<file path="src/hw/rtl/i2cram_pkg.sv">
package i2cram_pkg;

   localparam int CMD_W       = 2;
   localparam int DEV_ADDR_W  = 7;
   localparam int BYTE_W      = 8;
   localparam int DELAY_W     = 16;
   localparam int CSR_INDEX_W = 2;
   localparam int CSR_DATA_W  = 16;

   localparam int DEFAULT_QUEUE_DEPTH = 4;

   localparam logic [CSR_INDEX_W-1:0] CSR_DEVICE_ADDRESS = 2'd0;
   localparam logic [CSR_INDEX_W-1:0] CSR_QUARTER_DELAY  = 2'd1;
   localparam logic [CSR_INDEX_W-1:0] CSR_HALF_DELAY     = 2'd2;

   localparam logic [DEV_ADDR_W-1:0] DEVICE_ADDRESS_RST = 7'd104;
   localparam logic [DELAY_W-1:0]    QUARTER_DELAY_RST  = 16'd12;
   localparam logic [DELAY_W-1:0]    HALF_DELAY_RST     = 16'd20;

   typedef enum logic [CMD_W-1:0] {
      CMD_TICK  = 2'd0,
      CMD_READ  = 2'd1,
      CMD_WRITE = 2'd2
   } cmd_type;

   typedef enum logic [1:0] {
      OP_TICK  = 2'd0,
      OP_READ  = 2'd1,
      OP_WRITE = 2'd2
   } op_type;

   typedef struct packed {
      op_type            op;
      logic [BYTE_W-1:0] reg_addr;
      logic [BYTE_W-1:0] wr_data;
      logic              sda_in;
      logic              scl_in;
   } item_type;

   typedef struct packed {
      logic              sda_pull_low;
      logic              scl_pull_low;
      logic              busy_res;
      logic              done_res;
      logic              success;
      logic [BYTE_W-1:0] read_byte;
   } result_type;

endpackage

</file>
<file path="src/hw/rtl/i2cram_req_if.sv">
interface i2cram_req_if import i2cram_pkg::*; ();
   logic              valid;
   logic              ready;
   logic [CMD_W-1:0]  cmd;
   logic [BYTE_W-1:0] reg_addr;
   logic [BYTE_W-1:0] wr_data;
   logic              sda_in;
   logic              scl_in;

   modport source (output valid, output cmd, output reg_addr, output wr_data,
                   output sda_in, output scl_in, input ready);
   modport sink   (input valid, input cmd, input reg_addr, input wr_data,
                   input sda_in, input scl_in, output ready);
endinterface

</file>
<file path="src/hw/rtl/i2cram_rsp_if.sv">
interface i2cram_rsp_if import i2cram_pkg::*; ();
   logic              valid;
   logic              ready;
   logic              sda_pull_low;
   logic              scl_pull_low;
   logic              busy_res;
   logic              done_res;
   logic              success;
   logic [BYTE_W-1:0] read_byte;

   modport source (output valid, output sda_pull_low, output scl_pull_low,
                   output busy_res, output done_res, output success,
                   output read_byte, input ready);
   modport sink   (input valid, input sda_pull_low, input scl_pull_low,
                   input busy_res, input done_res, input success,
                   input read_byte, output ready);
endinterface

</file>
<file path="src/hw/rtl/i2cram_front.sv">
module i2cram_front import i2cram_pkg::*; (
   input  logic          clock,
   input  logic          reset,
   i2cram_req_if.sink    req,
   output logic          push_valid,
   input  logic          push_ready,
   output item_type      push_item
);

   logic     stage_valid_ff;
   logic     stage_valid_in;
   item_type stage_item_ff;
   item_type stage_item_in;
   logic     accept;
   logic     drain;
   op_type   op;

   always_comb begin
      case (req.cmd)
         CMD_READ:  op = OP_READ;
         CMD_WRITE: op = OP_WRITE;
         default:   op = OP_TICK;
      endcase
   end

   assign drain     = stage_valid_ff && push_ready;
   assign req.ready = !stage_valid_ff || push_ready;
   assign accept    = req.valid && req.ready;

   always_comb begin
      stage_valid_in = stage_valid_ff;
      stage_item_in  = stage_item_ff;
      if (drain) begin
         stage_valid_in = 1'b0;
      end
      if (accept) begin
         stage_valid_in         = 1'b1;
         stage_item_in.op       = op;
         stage_item_in.reg_addr = req.reg_addr;
         stage_item_in.wr_data  = req.wr_data;
         stage_item_in.sda_in   = req.sda_in;
         stage_item_in.scl_in   = req.scl_in;
      end
   end

   always_ff @(posedge clock) begin
      if (reset) begin
         stage_valid_ff <= 1'b0;
      end else begin
         stage_valid_ff <= stage_valid_in;
      end
      stage_item_ff <= stage_item_in;
   end

   assign push_valid = stage_valid_ff;
   assign push_item  = stage_item_ff;

endmodule

</file>
<file path="src/hw/rtl/i2cram_queue.sv">
module i2cram_queue import i2cram_pkg::*; #(
   parameter int QUEUE_DEPTH = DEFAULT_QUEUE_DEPTH
) (
   input  logic     clock,
   input  logic     reset,
   input  logic     push_valid,
   output logic     push_ready,
   input  item_type push_item,
   output logic     pop_valid,
   input  logic     pop_ready,
   output item_type pop_item
);

   localparam int PTR_W = $clog2(QUEUE_DEPTH);
   localparam int CNT_W = $clog2(QUEUE_DEPTH + 1);
   localparam logic [PTR_W-1:0] LAST_PTR = PTR_W'(QUEUE_DEPTH - 1);
   localparam logic [CNT_W-1:0] FULL_CNT = CNT_W'(QUEUE_DEPTH);

   item_type entries_ff [QUEUE_DEPTH];
   logic [PTR_W-1:0] wr_ptr_ff;
   logic [PTR_W-1:0] wr_ptr_in;
   logic [PTR_W-1:0] rd_ptr_ff;
   logic [PTR_W-1:0] rd_ptr_in;
   logic [CNT_W-1:0] count_ff;
   logic [CNT_W-1:0] count_in;
   logic             push;
   logic             pop;

   assign push_ready = (count_ff != FULL_CNT);
   assign pop_valid  = (count_ff != '0);
   assign push       = push_valid && push_ready;
   assign pop        = pop_valid && pop_ready;
   assign pop_item   = entries_ff[rd_ptr_ff];

   always_comb begin
      wr_ptr_in = wr_ptr_ff;
      rd_ptr_in = rd_ptr_ff;
      count_in  = count_ff;
      if (push) begin
         wr_ptr_in = (wr_ptr_ff == LAST_PTR) ? '0 : wr_ptr_ff + 1'b1;
      end
      if (pop) begin
         rd_ptr_in = (rd_ptr_ff == LAST_PTR) ? '0 : rd_ptr_ff + 1'b1;
      end
      if (push && !pop) begin
         count_in = count_ff + 1'b1;
      end else if (pop && !push) begin
         count_in = count_ff - 1'b1;
      end
   end

   always_ff @(posedge clock) begin
      if (reset) begin
         wr_ptr_ff <= '0;
         rd_ptr_ff <= '0;
         count_ff  <= '0;
      end else begin
         wr_ptr_ff <= wr_ptr_in;
         rd_ptr_ff <= rd_ptr_in;
         count_ff  <= count_in;
      end
      if (push) begin
         entries_ff[wr_ptr_ff] <= push_item;
      end
   end

endmodule

</file>
<file path="src/hw/rtl/i2cram_engine.sv">
module i2cram_engine import i2cram_pkg::*; (
   input  logic                   clock,
   input  logic                   reset,
   input  logic                   csr_we,
   input  logic [CSR_INDEX_W-1:0] csr_index,
   input  logic [CSR_DATA_W-1:0]  csr_wdata,
   input  logic                   item_valid,
   output logic                   item_ready,
   input  item_type               item,
   i2cram_rsp_if.source           rsp
);

   typedef enum logic [4:0] {
      PH_IDLE       = 5'd0,
      PH_ST_SCL_HI  = 5'd1,
      PH_ST_SDA_LO  = 5'd2,
      PH_WB_SCL_LO  = 5'd4,
      PH_WB_SDA     = 5'd5,
      PH_WB_SCL_HI  = 5'd6,
      PH_WB_WAIT    = 5'd7,
      PH_AK_SCL_LO  = 5'd8,
      PH_AK_REL     = 5'd9,
      PH_AK_SCL_HI  = 5'd10,
      PH_AK_WAIT    = 5'd11,
      PH_AK_END     = 5'd12,
      PH_RB_SCL_LO  = 5'd13,
      PH_RB_SCL_HI  = 5'd14,
      PH_RB_WAIT    = 5'd15,
      PH_RN_SCL_LO  = 5'd16,
      PH_RN_SDA     = 5'd17,
      PH_RN_SCL_HI  = 5'd18,
      PH_RN_SCL_LO2 = 5'd19,
      PH_SP_SDA_LO  = 5'd20,
      PH_SP_SCL_HI  = 5'd21,
      PH_SP_SDA_HI  = 5'd22,
      PH_FINISH     = 5'd23
   } phase_type;

   localparam logic [2:0] STEP_ADDR_W = 3'd0;
   localparam logic [2:0] STEP_REG    = 3'd1;
   localparam logic [2:0] STEP_RESTART = 3'd2;
   localparam logic [2:0] STEP_DONE   = 3'd3;
   localparam logic [2:0] STEP_FAILED = 3'd7;
   localparam logic [3:0] BITS_PER_BYTE = 4'd8;

   logic [DEV_ADDR_W-1:0] dev_addr_ff;
   logic [DELAY_W-1:0]    quarter_ff;
   logic [DELAY_W-1:0]    half_ff;

   phase_type          phase_ff, phase_in;
   logic [DELAY_W-1:0] delay_ff, delay_in;
   logic [3:0]         bit_ff, bit_in;
   logic [BYTE_W-1:0]  shift_ff, shift_in;
   logic [2:0]         step_ff, step_in;
   logic               is_read_ff, is_read_in;
   logic [BYTE_W-1:0]  reg_ff, reg_in;
   logic [BYTE_W-1:0]  data_ff, data_in;
   logic               sda_drive_ff, sda_drive_in;
   logic               scl_drive_ff, scl_drive_in;

   logic               rsp_valid_ff;
   result_type         rsp_data_ff;
   result_type         result;
   logic               advance;

   function automatic logic [BYTE_W-1:0] load_value(
      input logic [2:0]            step,
      input logic                  rd,
      input logic [DEV_ADDR_W-1:0] dev,
      input logic [BYTE_W-1:0]     reg_a,
      input logic [BYTE_W-1:0]     data
   );
      logic [BYTE_W-1:0] value;
      case (step)
         STEP_ADDR_W: value = {dev, 1'b0};
         STEP_REG:    value = reg_a;
         default:     value = rd ? {dev, 1'b1} : data;
      endcase
      return value;
   endfunction

   assign advance    = item_valid && (!rsp_valid_ff || rsp.ready);
   assign item_ready = !rsp_valid_ff || rsp.ready;

   always_comb begin
      phase_in     = phase_ff;
      delay_in     = delay_ff;
      bit_in       = bit_ff;
      shift_in     = shift_ff;
      step_in      = step_ff;
      is_read_in   = is_read_ff;
      reg_in       = reg_ff;
      data_in      = data_ff;
      sda_drive_in = sda_drive_ff;
      scl_drive_in = scl_drive_ff;
      result       = '0;
      if (delay_ff != '0) begin
         delay_in = delay_ff - 1'b1;
      end else begin
         case (phase_ff)
            PH_IDLE: begin
               sda_drive_in = 1'b0;
               scl_drive_in = 1'b0;
               if (item.op != OP_TICK) begin
                  is_read_in = (item.op == OP_READ);
                  reg_in     = item.reg_addr;
                  data_in    = item.wr_data;
                  step_in    = STEP_ADDR_W;
                  phase_in   = PH_ST_SCL_HI;
               end
            end
            PH_ST_SCL_HI: begin
               scl_drive_in = 1'b0;
               phase_in     = PH_ST_SDA_LO;
               delay_in     = half_ff;
            end
            PH_ST_SDA_LO: begin
               sda_drive_in = 1'b1;
               shift_in     = load_value(step_ff, is_read_ff, dev_addr_ff, reg_ff, data_ff);
               bit_in       = '0;
               phase_in     = PH_WB_SCL_LO;
               delay_in     = half_ff;
            end
            PH_WB_SCL_LO: begin
               scl_drive_in = 1'b1;
               phase_in     = PH_WB_SDA;
               delay_in     = quarter_ff;
            end
            PH_WB_SDA: begin
               sda_drive_in = !shift_ff[BYTE_W-1];
               phase_in     = PH_WB_SCL_HI;
               delay_in     = half_ff;
            end
            PH_WB_SCL_HI: begin
               scl_drive_in = 1'b0;
               phase_in     = PH_WB_WAIT;
               delay_in     = half_ff;
            end
            PH_WB_WAIT: begin
               if (item.scl_in) begin
                  shift_in = {shift_ff[BYTE_W-2:0], 1'b0};
                  bit_in   = bit_ff + 1'b1;
                  phase_in = (bit_in >= BITS_PER_BYTE) ? PH_AK_SCL_LO : PH_WB_SCL_LO;
               end
            end
            PH_AK_SCL_LO: begin
               scl_drive_in = 1'b1;
               phase_in     = PH_AK_REL;
               delay_in     = quarter_ff;
            end
            PH_AK_REL: begin
               sda_drive_in = 1'b0;
               phase_in     = PH_AK_SCL_HI;
               delay_in     = half_ff;
            end
            PH_AK_SCL_HI: begin
               scl_drive_in = 1'b0;
               phase_in     = PH_AK_WAIT;
               delay_in     = half_ff;
            end
            PH_AK_WAIT: begin
               if (item.scl_in) begin
                  bit_in   = {3'b000, item.sda_in};
                  phase_in = PH_AK_END;
               end
            end
            PH_AK_END: begin
               scl_drive_in = 1'b1;
               delay_in     = half_ff;
               if (bit_ff != '0) begin
                  step_in  = STEP_FAILED;
                  phase_in = PH_SP_SDA_LO;
               end else begin
                  step_in = step_ff + 1'b1;
                  if (!is_read_ff) begin
                     if (step_in >= STEP_DONE) begin
                        phase_in = PH_SP_SDA_LO;
                     end else begin
                        shift_in = load_value(step_in, is_read_ff, dev_addr_ff, reg_ff,
                                              data_ff);
                        bit_in   = '0;
                        phase_in = PH_WB_SCL_LO;
                     end
                  end else if (step_in == STEP_REG) begin
                     shift_in = load_value(step_in, is_read_ff, dev_addr_ff, reg_ff, data_ff);
                     bit_in   = '0;
                     phase_in = PH_WB_SCL_LO;
                  end else if (step_in == STEP_RESTART) begin
                     phase_in = PH_ST_SCL_HI;
                  end else begin
                     bit_in   = '0;
                     shift_in = '0;
                     phase_in = PH_RB_SCL_LO;
                  end
               end
            end
            PH_RB_SCL_LO: begin
               scl_drive_in = 1'b1;
               phase_in     = PH_RB_SCL_HI;
               delay_in     = half_ff;
            end
            PH_RB_SCL_HI: begin
               scl_drive_in = 1'b0;
               phase_in     = PH_RB_WAIT;
               delay_in     = half_ff;
            end
            PH_RB_WAIT: begin
               if (item.scl_in) begin
                  shift_in = {shift_ff[BYTE_W-2:0], item.sda_in};
                  bit_in   = bit_ff + 1'b1;
                  phase_in = (bit_in >= BITS_PER_BYTE) ? PH_RN_SCL_LO : PH_RB_SCL_LO;
               end
            end
            PH_RN_SCL_LO: begin
               scl_drive_in = 1'b1;
               phase_in     = PH_RN_SDA;
               delay_in     = quarter_ff;
            end
            PH_RN_SDA: begin
               sda_drive_in = 1'b0;
               phase_in     = PH_RN_SCL_HI;
               delay_in     = half_ff;
            end
            PH_RN_SCL_HI: begin
               scl_drive_in = 1'b0;
               phase_in     = PH_RN_SCL_LO2;
               delay_in     = half_ff;
            end
            PH_RN_SCL_LO2: begin
               scl_drive_in = 1'b1;
               data_in      = shift_ff;
               phase_in     = PH_SP_SDA_LO;
               delay_in     = half_ff;
            end
            PH_SP_SDA_LO: begin
               sda_drive_in = 1'b1;
               phase_in     = PH_SP_SCL_HI;
               delay_in     = half_ff;
            end
            PH_SP_SCL_HI: begin
               scl_drive_in = 1'b0;
               phase_in     = PH_SP_SDA_HI;
               delay_in     = quarter_ff;
            end
            PH_SP_SDA_HI: begin
               sda_drive_in = 1'b0;
               phase_in     = PH_FINISH;
               delay_in     = half_ff;
            end
            PH_FINISH: begin
               result.done_res = 1'b1;
               result.success  = (step_ff != STEP_FAILED);
               result.read_byte = (result.success && is_read_ff) ? data_ff : '0;
               phase_in        = PH_IDLE;
            end
            default: begin
               sda_drive_in = 1'b0;
               scl_drive_in = 1'b0;
               phase_in     = PH_IDLE;
               delay_in     = '0;
            end
         endcase
      end
      result.sda_pull_low = sda_drive_in;
      result.scl_pull_low = scl_drive_in;
      result.busy_res     = (phase_in != PH_IDLE);
   end

   always_ff @(posedge clock) begin
      if (reset) begin
         dev_addr_ff  <= DEVICE_ADDRESS_RST;
         quarter_ff   <= QUARTER_DELAY_RST;
         half_ff      <= HALF_DELAY_RST;
         phase_ff     <= PH_IDLE;
         delay_ff     <= '0;
         bit_ff       <= '0;
         shift_ff     <= '0;
         step_ff      <= '0;
         is_read_ff   <= 1'b0;
         reg_ff       <= '0;
         data_ff      <= '0;
         sda_drive_ff <= 1'b0;
         scl_drive_ff <= 1'b0;
         rsp_valid_ff <= 1'b0;
      end else begin
         if (csr_we) begin
            case (csr_index)
               CSR_DEVICE_ADDRESS: dev_addr_ff <= csr_wdata[DEV_ADDR_W-1:0];
               CSR_QUARTER_DELAY:  quarter_ff  <= csr_wdata[DELAY_W-1:0];
               CSR_HALF_DELAY:     half_ff     <= csr_wdata[DELAY_W-1:0];
               default: ;
            endcase
         end
         if (advance) begin
            phase_ff     <= phase_in;
            delay_ff     <= delay_in;
            bit_ff       <= bit_in;
            shift_ff     <= shift_in;
            step_ff      <= step_in;
            is_read_ff   <= is_read_in;
            reg_ff       <= reg_in;
            data_ff      <= data_in;
            sda_drive_ff <= sda_drive_in;
            scl_drive_ff <= scl_drive_in;
            rsp_valid_ff <= 1'b1;
         end else if (rsp.ready) begin
            rsp_valid_ff <= 1'b0;
         end
      end
      if (advance) begin
         rsp_data_ff <= result;
      end
   end

   assign rsp.valid        = rsp_valid_ff;
   assign rsp.sda_pull_low = rsp_data_ff.sda_pull_low;
   assign rsp.scl_pull_low = rsp_data_ff.scl_pull_low;
   assign rsp.busy_res     = rsp_data_ff.busy_res;
   assign rsp.done_res     = rsp_data_ff.done_res;
   assign rsp.success      = rsp_data_ff.success;
   assign rsp.read_byte    = rsp_data_ff.read_byte;

endmodule

</file>
<file path="src/hw/rtl/i2c_register_access_master_unit.sv">
// Open-drain I2C master that performs single-byte register reads and writes.
// Each item on req_bus is one bus tick: the sampled SDA and SCL levels and an
// optional command (read or write of one register), which is taken only when
// the bus engine is idle. For every item accepted exactly one item leaves on
// rsp_bus, carrying the pin drives, busy, done, success and the read byte.
// Configuration (device address, quarter and half bit delays) is written
// through csr_we, csr_index and csr_wdata while no items are in flight; the
// user keeps to this, the block does not enforce it. An accepted item passes
// an input register, a queue of QUEUE_DEPTH entries and the bus engine, whose
// output register presents the result. One item is taken every cycle while
// rsp_bus.ready is high; the engine steps its state machine once per item.
// Reset clears the queue and the engine, releases both lines and restores the
// configuration to address 0x68, quarter delay 12 and half delay 20.
// When the receiver holds rsp_bus.ready low the result is held, the engine
// stops, and the queue and input register fill; req_bus.ready then falls.
module i2c_register_access_master_unit import i2cram_pkg::*; #(
   parameter int QUEUE_DEPTH = DEFAULT_QUEUE_DEPTH
) (
   input  logic                   clock,
   input  logic                   reset,
   i2cram_req_if.sink             req_bus,
   i2cram_rsp_if.source           rsp_bus,
   input  logic                   csr_we,
   input  logic [CSR_INDEX_W-1:0] csr_index,
   input  logic [CSR_DATA_W-1:0]  csr_wdata
);

   logic     push_valid;
   logic     push_ready;
   item_type push_item;
   logic     pop_valid;
   logic     pop_ready;
   item_type pop_item;

   i2cram_front u_front (
      .clock      (clock),
      .reset      (reset),
      .req        (req_bus),
      .push_valid (push_valid),
      .push_ready (push_ready),
      .push_item  (push_item)
   );

   i2cram_queue #(
      .QUEUE_DEPTH (QUEUE_DEPTH)
   ) u_queue (
      .clock      (clock),
      .reset      (reset),
      .push_valid (push_valid),
      .push_ready (push_ready),
      .push_item  (push_item),
      .pop_valid  (pop_valid),
      .pop_ready  (pop_ready),
      .pop_item   (pop_item)
   );

   i2cram_engine u_engine (
      .clock      (clock),
      .reset      (reset),
      .csr_we     (csr_we),
      .csr_index  (csr_index),
      .csr_wdata  (csr_wdata),
      .item_valid (pop_valid),
      .item_ready (pop_ready),
      .item       (pop_item),
      .rsp        (rsp_bus)
   );

endmodule

</file>
<file path="src/flat_wrapper.sv">
// flat-port wrapper written by rule: the top's interface ports become plain ports
module i2c_register_access_master_unit_flat import i2cram_pkg::*;
#(
   parameter int QUEUE_DEPTH = DEFAULT_QUEUE_DEPTH
)
  (clock, reset, csr_we, csr_index, csr_wdata, req_bus_valid, req_bus_cmd, req_bus_reg_addr, req_bus_wr_data, req_bus_sda_in, req_bus_scl_in, req_bus_ready, rsp_bus_valid, rsp_bus_sda_pull_low, rsp_bus_scl_pull_low, rsp_bus_busy_res, rsp_bus_done_res, rsp_bus_success, rsp_bus_read_byte, rsp_bus_ready);
  i2cram_req_if req_bus_i ();
  i2cram_rsp_if rsp_bus_i ();
  input  logic clock;
  input  logic reset;
  input  logic csr_we;
  input  logic [CSR_INDEX_W-1:0] csr_index;
  input  logic [CSR_DATA_W-1:0] csr_wdata;
  input wire logic [$bits(req_bus_i.valid)-1:0] req_bus_valid;
  input wire logic [$bits(req_bus_i.cmd)-1:0] req_bus_cmd;
  input wire logic [$bits(req_bus_i.reg_addr)-1:0] req_bus_reg_addr;
  input wire logic [$bits(req_bus_i.wr_data)-1:0] req_bus_wr_data;
  input wire logic [$bits(req_bus_i.sda_in)-1:0] req_bus_sda_in;
  input wire logic [$bits(req_bus_i.scl_in)-1:0] req_bus_scl_in;
  output wire logic [$bits(req_bus_i.ready)-1:0] req_bus_ready;
  output wire logic [$bits(rsp_bus_i.valid)-1:0] rsp_bus_valid;
  output wire logic [$bits(rsp_bus_i.sda_pull_low)-1:0] rsp_bus_sda_pull_low;
  output wire logic [$bits(rsp_bus_i.scl_pull_low)-1:0] rsp_bus_scl_pull_low;
  output wire logic [$bits(rsp_bus_i.busy_res)-1:0] rsp_bus_busy_res;
  output wire logic [$bits(rsp_bus_i.done_res)-1:0] rsp_bus_done_res;
  output wire logic [$bits(rsp_bus_i.success)-1:0] rsp_bus_success;
  output wire logic [$bits(rsp_bus_i.read_byte)-1:0] rsp_bus_read_byte;
  input wire logic [$bits(rsp_bus_i.ready)-1:0] rsp_bus_ready;
  assign req_bus_i.valid = req_bus_valid;
  assign req_bus_i.cmd = req_bus_cmd;
  assign req_bus_i.reg_addr = req_bus_reg_addr;
  assign req_bus_i.wr_data = req_bus_wr_data;
  assign req_bus_i.sda_in = req_bus_sda_in;
  assign req_bus_i.scl_in = req_bus_scl_in;
  assign req_bus_ready = req_bus_i.ready;
  assign rsp_bus_valid = rsp_bus_i.valid;
  assign rsp_bus_sda_pull_low = rsp_bus_i.sda_pull_low;
  assign rsp_bus_scl_pull_low = rsp_bus_i.scl_pull_low;
  assign rsp_bus_busy_res = rsp_bus_i.busy_res;
  assign rsp_bus_done_res = rsp_bus_i.done_res;
  assign rsp_bus_success = rsp_bus_i.success;
  assign rsp_bus_read_byte = rsp_bus_i.read_byte;
  assign rsp_bus_i.ready = rsp_bus_ready;
  i2c_register_access_master_unit #(.QUEUE_DEPTH(QUEUE_DEPTH)) u_core (.clock(clock), .reset(reset), .req_bus(req_bus_i), .rsp_bus(rsp_bus_i), .csr_we(csr_we), .csr_index(csr_index), .csr_wdata(csr_wdata));
endmodule
</file>
<file path="config.mk">
export PLATFORM = sky130hd
export DESIGN_NAME = i2c_register_access_master_unit_flat
export DESIGN_NICKNAME = d
export VERILOG_FILES = /design/src/hw/rtl/i2cram_pkg.sv /design/src/hw/rtl/i2cram_req_if.sv /design/src/hw/rtl/i2cram_rsp_if.sv /design/src/hw/rtl/i2cram_front.sv /design/src/hw/rtl/i2cram_queue.sv /design/src/hw/rtl/i2cram_engine.sv /design/src/hw/rtl/i2c_register_access_master_unit.sv /design/src/flat_wrapper.sv
export SDC_FILE = /design/constraint.sdc
export NUM_CORES = 1
export LEC_CHECK = 0
export ABC_AREA = 0
export BUFFER_PORTS_ARGS = -buffer_cell sky130_fd_sc_hd__buf_2
export CAP_MARGIN = 20
export CORE_ASPECT_RATIO = 1.1
export CORE_MARGIN = 10
export CORE_UTILIZATION = 45
export CTS_BUF_LIST = sky130_fd_sc_hd__clkbuf_4 sky130_fd_sc_hd__clkbuf_8
export DETAILED_ROUTE_END_ITERATION = 10
export GPL_ROUTABILITY_DRIVEN = 1
export PLACE_DENSITY = 0.7
export SLEW_MARGIN = 10
export SYNTH_ARGS = -nofsm -noshare
export SYNTH_HDL_FRONTEND = slang
export SYNTH_HIERARCHICAL = 1
export SYNTH_SLANG_ARGS = --single-unit
</file>
<file path="constraint.sdc">
create_clock -name clock -period 4.8 [get_ports clock]
set_clock_uncertainty 0.2 [all_clocks]
set_input_delay 0.96 -clock clock [delete_from_list [all_inputs] [get_ports clock]]
set_output_delay 0.96 -clock clock [all_outputs]
set_load 0.05 [all_outputs]
</file>
==> flow_summary.ini, run 1 <==
[clock_network]
cts_tree = done
cts_made_buffers = 38
postCtsSetupRepairBufs = 0
path_clk_slew_ps = 50
cts_sinks = 218
cts_resized = 0
cts_max_path_buffers = 3
root_buffer = clkbuf_8
clk_latency_ps = 540
htreeDepth = 2
hold_buffers = 0

[critical_path]
worstPathCellList = or2_1 -> or4_1 -> or3_1 -> o21ai_1 -> o21ai_0 -> a21oi_1
endpoint_kind = flip-flop
worstRegToRegCells = 6
worst_ep_required_time_ps = 5050
worst-path-max-fanout = 20
cp.arrival_ps = 3740
timing.rr.start = u_core/u_engine/delay_ff[11]
rr_endpoint = u_core/u_engine/delay_ff[11]
crit_type = reg -> reg
rrSetupSlack_ps = 1310
worst_path_max_delay_cell = o21ai_1
cpPeakStageDelay_ps = 890
start_kind = flip-flop

[min_path]
hp-class = reg -> reg
min_path_cells = 2
hold_end = u_core/u_engine/delay_ff[12]
min-delay-start = u_core/u_engine/delay_ff[12]

[floorplan]
std_cell_rows = 56
dieHeight_um = 175.5
floorplan.initialDensity = 0.4600
die_area_um2 = 28330
core_area_um2 = 21510
io_pins = 58
die_w_um = 161.4

[synthesis]
synth.avg_cell_area_um2 = 10.90
synth_fp_nets = 968
seq_area_frac_synth = 0.5554
yosys_warnings = 6
syn_area_um2 = 9894
yosysMostFrequentCell = nand2_1
synth_cells = 908
synth_area_leaders = edfxtp_1 34%, dfxtp_1 21%, nand2_1 5.0%
synthFlopType = edfxtp_1
synth_edf_count = 113
synth_seq_cells = 218
ys_types = 83
synthArstFlopShare = 0
synth_top_area_frac = 0.3429
synth_common_cells = 132 x nand2_1, 113 x edfxtp_1, 105 x dfxtp_1, 91 x a21oi_1, 55 x nor2_1
synth_top_area_cell = edfxtp_1

[sta]
slew_headroom = 0.3523
slew_violations = 0
fin_setup_tns_ps = 0
fin_crit_sh = 0.7275
final.min_clock_period_ps = 3492
worst_pin_slew_ps = 965.1
fmaxAchievable_ghz = 0.2864
setup_viol = 0
finalHoldViolations = 0
rsz0062_at_grt = no
hold-worst-slack_ps = 255.0
finalWorstSetupSlack_ps = 1308

[global_route]
grt_pass1_wl_um = 36060
grt_max_degree = 70
grt_antenna_before_repair = 0
track_usage = 0.1527
grt_overflow = 0
grt_pass1_vias = 7067

[detailed_routing]
ant_nets = 0
drt_iter0_markers = 545
route.met2.wl_um = 10620
dr.max_layer_used = met4
drt-vias-per-instance = 5.586
wl_met3_um = 1330
wl_met1_um = 9351
wire_per_inst_um = 17.26
vias = 7116
route.detailed.drc = 0
first_pass_iters = 5
wl_um = 21990

[cells_and_area]
syn_to_final_growth_pct = 12.91
n_antenna_cell = 0
layout.cells.non_filler = 1274
layout-drive-gt1-share = 0.1880
final_nets = 1017

[placed_design]
port_buffers = 57
post-place-ws_ps = 1196
placed_cells = 1207
hpwl_um = 14840
globalplace.congestion = 0.8852

[pwr]
p_clk_frac = 0.262
pwr_density_cell_nw_per_um2 = 577.1
p_seq_frac = 0.389
pwr-share-comb = 0.349
power.total_mw = 6.447
p_int_mw = 4.038
p_sw_mw = 2.409
sw_frac_of_total = 0.3737
p_leak_nw = 3.974
ir_drop_uv = 286.0

[job]
cap_viol_max_count = 0

[status]
status = complete, no violations
==> worst max-delay path by stage <==
stage	startpoint	endpoint	slack, ps
after floorplan	rsp_bus_ready	u_core/u_engine/step_ff[1]	1880
after global placement	rsp_bus_ready	u_core/u_engine/delay_ff[2]	1250
after detailed placement	rsp_bus_ready	u_core/u_engine/delay_ff[2]	1200
after CTS	u_core/u_engine/delay_ff[11]	u_core/u_engine/delay_ff[11]	1330
after global routing	u_core/u_engine/delay_ff[11]	u_core/u_engine/delay_ff[2]	970
final	u_core/u_engine/delay_ff[11]	u_core/u_engine/delay_ff[11]	1310
==> power groups by stage <==
stage / Clock (mW) / Combinational, mW / Sequential (mW)
CTS: 1.74 / 2.24 / 2.50
floorplan: 0 / 1.61 / 2.62
global placement: 0 / 2.21 / 2.53
detailed placement: 0 / 2.23 / 2.54
finish: 1.69 / 2.25 / 2.51
global route: 1.82 / 2.47 / 2.55
==> metrics by stage <==
stage,utilization,cell area (µm²)
global placement,0.4830,10390
global route,0.5194,11170
floorplan,-,9894
finish,0.5194,11170
detailed placement,0.4830,10390
CTS,0.5193,11170
==> cell usage in the layout (no fill, tap or decap), types with 4 or more instances in the layout <==
cell type / synthesis / final
and2_1: 9 / 9
a211o_1: 4 / 4
or2_2: 4 / 4
clkbuf_8: 0 / 45
o221ai_1: 9 / 9
nand2b_1: 10 / 10
nor3_1: 15 / 15
mux4_2: 20 / 20
edfxtp_1: 113 / 113
dfxtp_1: 105 / 105
o21ai_0: 34 / 34
or3_1: 13 / 13
nor4_1: 5 / 5
mux2_2: 4 / 4
nand3_1: 10 / 10
mux2i_1: 25 / 25
a222oi_1: 7 / 7
inv_1: 20 / 20
o31ai_1: 4 / 4
a21oi_1: 91 / 91
a211oi_1: 15 / 15
nand3b_1: 7 / 7
o22ai_1: 4 / 4
a221oi_1: 8 / 8
nor2b_1: 13 / 13
clkbuf_4: 0 / 12
buf_2: 6 / 56
nand2_1: 132 / 132
nor2_1: 55 / 54
and3_2: 4 / 4
ha_1: 16 / 16
a221o_1: 6 / 6
clkinv_1: 1 / 5
or4_1: 6 / 6
buf_4: 1 / 13
==> logic make-up after synthesis <==
| kind of cell | count (synthesis) | synth area share |
|---|---|---|
| xor gates and xnor gates | 6 | 0.005312 |
| and+or+nand+nor | 315 | 0.1621 |
| adders and majority gates | 17 | 0.02226 |
| AOI/OAI and AO/OA | 222 | 0.1468 |
| buffers and inverters | 81 | 0.03275 |
| muxes | 49 | 0.07537 |
| DFF | 218 | 0.5554 |
==> area by class of cell <==
cell class	instances	area, µm²
well taps	290	362.8
fillers	1897	10340
flip-flops and latches	218	5495
clock inverters	10	70.07
repair buffers	69	377.9
inverters	21	78.83
clock buffers	57	709.4
multi-input cells	609	4078
==> routing by layer <==
layer / vias to the layer above / GRT usage
li1: 3485 / -
met1: 3360 / 0.1903
met2: 220 / 0.2471
met3: 51 / 0.03227
met4: 0 / 0.07473
met5: - / 0
==> sequential cells by signal, indices dropped and copies added (netlist names), 5 cells and up, named ones only <==
signal and cells:
u_core/u_queue/entries_ff 80, u_core/u_front/push_item 20, u_core/u_engine/delay_ff 16, u_core/u_engine/half_ff 16, u_core/u_engine/quarter_ff 16, u_core/u_engine/data_ff 8, u_core/u_engine/reg_ff 8, u_core/u_engine/rsp.read_byte 8
u_core/u_engine/shift_ff 8, u_core/u_engine/dev_addr_ff 7, u_core/u_engine/phase_ff 5
==> critical path: cells and delay by family, from the launching register on <==
| kind | cells | cell delay (ps) |
|---|---|---|
| simple gates | 3 | 1620 |
| compound gates | 3 | 1250 |
| flops | 1 | 330 |
No activity file was read; power rests on OpenSTA's default activity.
==> run 2, diff against run 1 <==
clock period = 3.3 ns   (was 4.8 ns; I/O delays follow)
==> run 2 against run 1 <==
Combinational power increased by 56%. Global-route usage increased by 0.50 points. Non-clock buffer count increased by 25. Core utilization increased by 1.1 points. Sequential power increased by 43%. Worst setup slack got worse by 930 ps. Largest cell class unchanged. Via count increased by 2.4%. Final area increased by 2.1%. Critical path depth increased by 2. Total power increased by 51%. Sequential share of layout area decreased by 1.0 points. Highest routed layer unchanged. First-iteration DRC count decreased by 11%.
==> flow_summary.ini, run 2 (synthesis gave the netlist of run 1 again) <==
[pwr]
sw_frac_of_total = 0.3619
pwr-share-comb = 0.362
p_leak_nw = 4.130
p_clk_frac = 0.268
p_seq_frac = 0.370
p_sw_mw = 3.520
ir_drop_uv = 409.9
pwr_density_cell_nw_per_um2 = 852.2
p_int_mw = 6.205

[critical_path]
worst_path_max_delay_cell = or4_1
worst-path-max-fanout = 8
worstPathCellList = or2_1 -> or4_1 -> buf_4 -> nor3_2 -> nand3_1 -> nor3_1 -> buf_4 -> and2_1
cpPeakStageDelay_ps = 530
critPathMostFrequentCell = buf_4
crit_type = reg -> reg
setup.worst_path.start = u_core/u_engine/delay_ff[11]
cp.arrival_ps = 3070
endpoint_kind = flip-flop
timing.rr.start = u_core/u_engine/delay_ff[11]
rrSetupSlack_ps = 380
start_kind = flip-flop
worst_ep_required_time_ps = 3450
worst-path-buf-inv = 2
cp_top_family = simple AND/OR/NAND/NOR gates

[placed_design]
post-place-ws_ps = 426.5
globalplace.congestion = 0.9054
hpwl_um = 15620
port_buffers = 57

[clock_network]
clk_latency_ps = 540
htreeDepth = 2
hold_buffers = 0
cts_resized = 0
path_clk_slew_ps = 60
cts_tree = done
cts_sinks = 218
cts_max_path_buffers = 3
postCtsSetupRepairBufs = 0
cts_made_buffers = 37
root_buffer = clkbuf_8

[cells_and_area]
layout-drive-gt1-share = 0.2099
syn_to_final_growth_pct = 15.33
final_cell_mix = 132 x nand2_1, 113 x edfxtp_1, 105 x dfxtp_1, 91 x a21oi_1, 56 x buf_2
final-seq-area_um2 = 5495
n_antenna_cell = 0
final_common_cell = nand2_1
largest_register_ffs = 80
fillers = 1898
top_register = u_core/u_queue/entries_ff
final_nets = 1041
multi_input_area_um2 = 4075

[floorplan]
floorplan.initialDensity = 0.4600
core_area_um2 = 21510
std_cell_rows = 56
io_pins = 58
die_area_um2 = 28330
die_w_um = 161.4
dieHeight_um = 175.5

[sta]
slew_headroom = 0.4767
finalHoldViolations = 0
setup_viol = 0
final.min_clock_period_ps = 2925
fmaxAchievable_ghz = 0.3419
slew_violations = 0
rsz0062_at_grt = no
finalWorstSetupSlack_ps = 375.1
fin_setup_tns_ps = 0
fin_crit_sh = 0.8863
worst_pin_slew_ps = 782.5

[detailed_routing]
first_pass_iters = 7
route.detailed.drc = 0
wire_per_inst_um = 17.42
ant_nets = 0
drt_iter0_markers = 486
vias = 7284
drt-vias-per-instance = 5.603
wl_um = 22650

[global_route]
grt_pass1_vias = 7222
grt_antenna_before_repair = 0
track_usage = 0.1577
grt_overflow = 0
grt_max_degree = 47
grt_pass1_wl_um = 37170

[status]
status = complete, no violations

[job]
cap_viol_max_count = 0

[min_path]
min-delay-start = req_bus_wr_data[3]
hp-class = in -> reg
## run 2: final timing paths
| path | end | depth (start not counted) |
|---|---|---|
| max reg2reg | u_core/u_engine/rsp.read_byte[0] | 8 |
| max | u_core/u_engine/rsp.read_byte[0] | 8 |
| min reg2reg | u_core/u_engine/quarter_ff[6] | 2 |
| min | u_core/u_front/push_item[5] | 1 |
## run 2: metrics by stage
| step | power (mW) | instances | hold WS, ps | instance area, µm² | utilization |
|---|---|---|---|---|---|
| 5_1_grt | 10.32 | 1300 | 80.61 | 11410 | 0.5305 |
| 3_3_place_gp | 7.099 | 1232 | 242.1 | 10590 | 0.4923 |
| 6_report | 9.725 | 1300 | 111.5 | 11410 | 0.5305 |
| 4_1_cts | 9.792 | 1300 | 83.67 | 11410 | 0.5305 |
| 3_5_place_dp | 7.148 | 1232 | 247.9 | 10590 | 0.4923 |
| 2_1_floorplan | 6.149 | 908 | 233.1 | 9894 | - |
## run 2: metal layers
| metal | track usage | part of all wire | up-vias |
|---|---|---|---|
| met5 | 0 | 0 | - |
| met4 | 0.05653 | 0.024 | 0 |
| met3 | 0.03461 | 0.066 | 34 |
| met2 | 0.2634 | 0.49 | 253 |
| met1 | 0.1967 | 0.42 | 3472 |
| li1 | - | - | 3525 |
## run 2: area by class of cell
cell class,count,area share
Clock inverter,12,0.01261
Multi-Input combinational cell,609,0.3571
Timing Repair Buffer,94,0.05066
Sequential cell,218,0.4816
Tap cell,290,0.03180
Clock buffer,56,0.05932
Inverter,21,0.006908
## run 2: power groups by stage
stage	Sequential [mW]	Combinational, mW	Clock, mW
5_1_grt	3.65	3.86	2.81
2_1_floorplan	3.81	2.34	0
3_5_place_dp	3.65	3.50	0
4_1_cts	3.60	3.51	2.68
3_3_place_gp	3.64	3.46	0
6_report	3.60	3.52	2.61
